$ cat src/rtl/word_frequency_table_macros.svh
// Assertion macros for the word frequency table RTL.
// Included by the modules that carry concurrent assertions.
`ifndef WORD_FREQUENCY_TABLE_MACROS_SVH
`define WORD_FREQUENCY_TABLE_MACROS_SVH

// Same-cycle implication, disabled during reset.
`define WFT_ASSERT_NOW(label, clk, rst, ante, cons, msg) \
  label: assert property (@(posedge clk) disable iff (rst) (ante) |-> (cons)) else $error(msg);

// Next-cycle implication, disabled during reset.
`define WFT_ASSERT_NEXT(label, clk, rst, ante, cons, msg) \
  label: assert property (@(posedge clk) disable iff (rst) (ante) |=> (cons)) else $error(msg);

`endif

$ cat src/rtl/wft_pkg.sv
`timescale 1ns / 1ps
// Shared types, constants and helpers of the word frequency table.
// No dependencies; used by wft_cell and word_frequency_table.
package wft_pkg;

  localparam int TABLE_DEPTH    = 32;
  localparam int MAX_WORD_CHARS = 14;
  localparam int COUNT_WIDTH    = 32;
  localparam int SLOT_W         = 5;
  localparam int USED_W         = 6;
  localparam int LEN_W          = 4;
  localparam int LOW_W          = 64;
  localparam int HIGH_W         = 48;
  localparam int OUT_COUNT_W    = 32;

  localparam logic [COUNT_WIDTH-1:0] COUNT_MAX = '1;

  typedef enum logic {
    CMD_ADD    = 1'b0,
    CMD_REPORT = 1'b1
  } command_t;

  typedef enum logic [1:0] {
    ST_IDLE,
    ST_MATCH,
    ST_UPDATE,
    ST_REPORT
  } state_t;

  typedef struct packed {
    command_t           command;
    logic [LOW_W-1:0]   word_low;
    logic [HIGH_W-1:0]  word_high;
    logic [LEN_W-1:0]   word_length;
  } request_t;

  typedef struct packed {
    logic [SLOT_W-1:0]      slot;
    logic [LOW_W-1:0]       entry_low;
    logic [HIGH_W-1:0]      entry_high;
    logic [LEN_W-1:0]       entry_length;
    logic [OUT_COUNT_W-1:0] count;
    logic                   is_new;
    logic                   dropped;
    logic [SLOT_W-1:0]      longest_slot;
    logic [SLOT_W-1:0]      shortest_slot;
    logic [SLOT_W-1:0]      most_slot;
    logic [USED_W-1:0]      entries_used;
    logic                   last;
  } result_t;

  typedef struct packed {
    logic [LOW_W-1:0]  lo;
    logic [HIGH_W-1:0] hi;
    logic [LEN_W-1:0]  len;
  } word_t;

  typedef struct packed {
    word_t                  word;
    logic [COUNT_WIDTH-1:0] count;
  } entry_t;

  typedef struct packed {
    logic match_en;
    logic shift;
    logic load;
    logic bump;
  } cell_ctrl_t;

  // Clamp the length and zero every byte at or beyond it.
  function automatic word_t mask_word(request_t req);
    word_t             w;
    logic [LEN_W-1:0]  len_c;
    if (req.word_length > LEN_W'(MAX_WORD_CHARS)) begin
      len_c = LEN_W'(MAX_WORD_CHARS);
    end else begin
      len_c = req.word_length;
    end
    w.len = len_c;
    for (int b = 0; b < LOW_W / 8; b++) begin
      w.lo[8*b +: 8] = (b < int'(len_c)) ? req.word_low[8*b +: 8] : 8'h00;
    end
    for (int b = 0; b < HIGH_W / 8; b++) begin
      w.hi[8*b +: 8] = (b + LOW_W / 8 < int'(len_c)) ? req.word_high[8*b +: 8] : 8'h00;
    end
    return w;
  endfunction

endpackage

$ cat src/rtl/wft_cell.sv
`timescale 1ns / 1ps
// One table slot: stored word, its count and the match against the broadcast word.
// Depends on wft_pkg; chained into a ring by word_frequency_table.
module wft_cell (
  input  logic                            clk,
  input  logic                            rst,
  input  wft_pkg::cell_ctrl_t             ctrl,
  input  wft_pkg::word_t                  probe,
  input  logic [wft_pkg::COUNT_WIDTH-1:0] bump_count,
  input  wft_pkg::entry_t                 from_next,
  output wft_pkg::entry_t                 entry,
  output logic                            hit
);

  wft_pkg::word_t                  word;
  logic [wft_pkg::COUNT_WIDTH-1:0] count;

  // Word payload: rotate on report, take the probe on insert.
  always_ff @(posedge clk) begin
    if (ctrl.shift) begin
      word <= from_next.word;
    end else if (ctrl.load) begin
      word <= probe;
    end
  end

  always_ff @(posedge clk) begin
    if (rst) begin
      count <= '0;
    end else if (ctrl.shift) begin
      count <= from_next.count;
    end else if (ctrl.load) begin
      count <= wft_pkg::COUNT_WIDTH'(1);
    end else if (ctrl.bump) begin
      count <= bump_count;
    end
  end

  assign entry.word  = word;
  assign entry.count = count;
  assign hit = ctrl.match_en && (word.len == probe.len) &&
               (word.lo == probe.lo) && (word.hi == probe.hi);

endmodule

$ cat config.mk
export PLATFORM = sky130hd
export DESIGN_NAME = wft_cell
export DESIGN_NICKNAME = d
export VERILOG_FILES = /design/src/rtl/word_frequency_table_macros.svh /design/src/rtl/wft_pkg.sv /design/src/rtl/wft_cell.sv
export SDC_FILE = /design/constraint.sdc
export NUM_CORES = 1
export LEC_CHECK = 0
export ABC_AREA = 1
export BUFFER_PORTS_ARGS = -buffer_cell sky130_fd_sc_hd__buf_2
export CORE_AREA = 4 4 171 173
export DETAILED_ROUTE_END_ITERATION = 8
export DIE_AREA = 0 0 175 177
export SYNTH_ARGS = -nofsm -noshare
export SYNTH_HDL_FRONTEND = slang
export SYNTH_SLANG_ARGS = --single-unit
$ cat constraint.sdc
create_clock -name clk -period 2.6 [get_ports clk]
set_input_delay 0.26 -clock clk [delete_from_list [all_inputs] [get_ports clk]]
set_output_delay 0.26 -clock clk [all_outputs]
set_load 0.005 [all_outputs]
==> impl_metrics.py <==
metrics = {
    "outcome": {
        "outcome": "finished, final reports clean",
    },
    "cells_and_area": {
        "area_growth_pct": 37.5,
        "post-route-util_pct": 41.4,
        "layout-drive-gt1-share_pct": 31.0,
        "design_area_um2": 11400,
        "fin_nets": 1868,
    },
    "detailed_routing": {
        "wl_mm": 32.7,
        "viasPerCell": 4.52,
        "drc": 0,
        "drtIter0Drc": 634,
        "drt_first_pass_iters": 5,
        "ant_nets": 0,
        "wl_per_cell_um": 16.7,
        "route.vias.total": 8864,
    },
    "critical_path": {
        "critPathSlowestCell": "edfxtp_1",
        "slowest_delay_ps": 420,
        "critPathRequiredTime_ps": 2340,
        "critical_path_buf_inv_count": 1,
        "crit_cells": 10,
        "crit_path_frequent_cell": "nand2_1",
        "setup.worst_path.end_class": "output port",
        "path_class": "reg -> out",
        "critPathTopFamily": "simple AND/OR/NAND/NOR gates",
        "path_cells": "nand2_1, nand2_1, nor2_1, nand2_1, nor2_1, nand2_1, nor2_1, nand2_1, nor2_1, buf_2",
        "crit_path_max_fanout": 3,
        "r2r_cells": 2,
        "arrival_ps": 2130,
        "start_kind": "flip-flop",
    },
    "synth": {
        "synthCells": 1133,
        "ys_ff_latch": 148,
        "synth_top_family_by_area": "simple AND/OR/NAND/NOR gates",
        "yosysSeqAreaShare_pct": 49.5,
        "synth_compound_area_share_pct": 15.0,
        "yosysWarnings": 0,
        "synth_fa_ha_area_share_pct": 0,
        "synth.distinct_cells": 20,
        "synth_xor_area_share_pct": 0.210,
        "yosys.area_share.simple_pct": 24.0,
        "syn_avg_cell_area_um2": 7.35,
        "synth.mux.area_fraction_pct": 0,
        "synth_area_um2": 8330,
        "synth_fp_nets": 1435,
    },
    "placed_design": {
        "routabilityCongestion": 0.887,
        "post_dp_cell_area_um2": 10900,
        "port_buffers": 450,
        "dpl.hpwl_mm": 26.0,
    },
    "power": {
        "p_seq_share_pct": 43.8,
        "power_density_nw_per_um2": 598,
        "power.internal_mw": 4.82,
        "pwr-share-comb_pct": 19.0,
        "leakagePower_nw": 6.12,
        "swShare_pct": 29.6,
        "p_sw_mw": 2.03,
        "peakVddDrop_v": 0.000337,
        "p_total_mw": 6.85,
        "p_clk_share_pct": 37.2,
    },
    "die": {
        "die-area_um2": 31000,
        "num_rows": 61,
        "die_w_um": 175,
        "start_util_pct": 30.1,
        "fp.dieH_um": 177,
        "ioPinCount": 451,
        "core_area_um2": 27600,
    },
    "global_route": {
        "grtUsageTotal_pct": 19.8,
        "grt_pass1_wl_mm": 46.8,
        "antenna_found_initial": 11,
        "grt_max_degree": 117,
        "overflow": 0,
        "grt_pass1_vias": 8240,
    },
    "sta": {
        "fin_tns_setup_ps": 0,
        "fin_crit_sh_pct": 91.8,
        "fin_skew_ps": 0,
        "whs_ps": 43.5,
        "slew_viol_final": 0,
        "hold_viol": 0,
        "setup_viol": 0,
        "rsz0062_at_grt": "no",
        "timing.slew.headroom_pct": 39.2,
        "final.min_clock_period_ps": 2390,
        "worst_pin_slew_ps": 912,
        "fmax_ghz": 0.419,
    },
    "clock_network": {
        "clkSinkCount": 148,
        "postCtsSetupRepairBufs": 0,
        "ctsResizeCount": 0,
        "insertion_delay_ps": 420,
        "cts_buffers": 17,
        "clk_path_buf_depth": 2,
        "ctsHoldBuffers": 0,
        "htree_levels": 4,
        "clk_pin_slew_ps": 70,
        "cts_tree": "yes",
        "cts_root_buf": "clkbuf_16",
    },
    "run": {
        "maxCapViolCount": 0,
    },
    "worst_hold_path": {
        "min_path_type": "in -> reg",
        "hold_depth": 2,
    },
}
==> path summary, 6_finish.rpt <==
path                                       startpoint                    end  slack [ps]
worst min-delay path                              rst  count[0]$_SDFFE_PP0P_          40
worst max-delay path              entry[97]$_DFFE_PP_                    hit         210
worst max register to register  count[1]$_SDFFE_PP0P_  count[1]$_SDFFE_PP0P_        1880
worst min register to register  count[0]$_SDFFE_PP0P_  count[0]$_SDFFE_PP0P_         480
==> worst register-to-register path: cells and delay by family (launching register included) <==
family,cells,cell delay (ps)
DFF,1,330
AOI/OAI and AO/OA,2,240
==> final cells by class <==
cell class | count | area, µm²
clock inverters | 14 | 151
repair buffers | 455 | 2320
clock buffers | 18 | 429
fillers | 2918 | 16200
diodes | 4 | 10.0
multi-input cells | 765 | 3270
well taps | 378 | 473
inverters | 179 | 674
flip-flops and latches | 148 | 4120
==> synthesized netlist by cell type <==
library cell | count | area share (%)
clkbuf_1 | 13 | 0.59
buf_6 | 10 | 1.4
nor2_2 | 1 | 0.075
inv_2 | 2 | 0.090
a22oi_1 | 31 | 2.8
buf_4 | 5 | 0.45
o22ai_1 | 2 | 0.15
nand3_1 | 2 | 0.12
nand2_1 | 450 | 20
inv_1 | 177 | 8.0
nor2_1 | 75 | 3.4
xnor2_1 | 1 | 0.11
xor2_1 | 1 | 0.11
buf_2 | 13 | 0.78
dfxtp_1 | 32 | 7.7
o21ai_0 | 133 | 8.0
a21oi_1 | 33 | 2.0
nor2_4 | 1 | 0.14
o21ai_1 | 35 | 2.1
edfxtp_1 | 116 | 42
==> per-stage QoR <==
stage | std cells | setup slack (ps)
after floorplan | 1133 | 415
after detailed placement | 1925 | 672
after global routing | 1961 | 59.7
final | 1961 | 212
after CTS | 1957 | 195
after global placement | 1925 | 658
==> cells by family (layout without fill, tap and decap cells) <==
logic type / Yosys count / in the layout
DFF: 148 / 148
buffers and inverters: 220 / 666
AOI/OAI and AO/OA: 234 / 234
and+or+nand+nor: 529 / 529
other: 0 / 4
xor gates and xnor gates: 2 / 2
==> sequential cells by signal (all words and copies together) (netlist names) <==
signal,cells
count,32
entry,116
==> power groups by stage <==
stage / Clock [mW] / Sequential (mW) / Combinational [mW]
3_5_place_dp: 0 / 3.05 / 1.32
6_report: 2.55 / 3.00 / 1.30
3_3_place_gp: 0 / 3.03 / 1.31
5_1_grt: 2.69 / 3.03 / 1.47
4_1_cts: 2.60 / 3.00 / 1.33
2_1_floorplan: 0 / 3.05 / 0.584
==> cells in the final DEF, fill, tap and decap left out <==
| master | synthesis | routed |
|---|---|---|
| o22ai_1 | 2 | 2 |
| edfxtp_1 | 116 | 116 |
| a22oi_1 | 31 | 31 |
| nor2_4 | 1 | 1 |
| diode_2 | 0 | 4 |
| clkinv_1 | 0 | 1 |
| inv_1 | 177 | 177 |
| clkbuf_1 | 13 | 1 |
| nor2_2 | 1 | 1 |
| xnor2_1 | 1 | 1 |
| bufinv_16 | 0 | 2 |
| dfxtp_1 | 32 | 32 |
| o21ai_1 | 35 | 35 |
| buf_2 | 13 | 449 |
| nand3_1 | 2 | 2 |
| buf_4 | 5 | 3 |
| nor2_1 | 75 | 75 |
| a21oi_1 | 33 | 33 |
| inv_2 | 2 | 1 |
| buf_6 | 10 | 1 |
| clkinv_2 | 0 | 2 |
| xor2_1 | 1 | 1 |
| clkinv_4 | 0 | 4 |
| inv_6 | 0 | 4 |
| clkinvlp_4 | 0 | 1 |
| nand2_1 | 450 | 450 |
| buf_12 | 0 | 2 |
| clkbuf_16 | 0 | 17 |
| o21ai_0 | 133 | 133 |
| inv_4 | 0 | 1 |
==> routing by layer <==
metal | vias up | wire length, µm | track usage, %
li1 | 4478 | - | -
met1 | 3935 | 13300 | 24.2
met2 | 398 | 15700 | 33.8
met3 | 51 | 2620 | 5.15
met4 | 2 | 1070 | 7.43
met5 | - | 7 | 0
No activity file was read; power rests on OpenSTA's default activity.
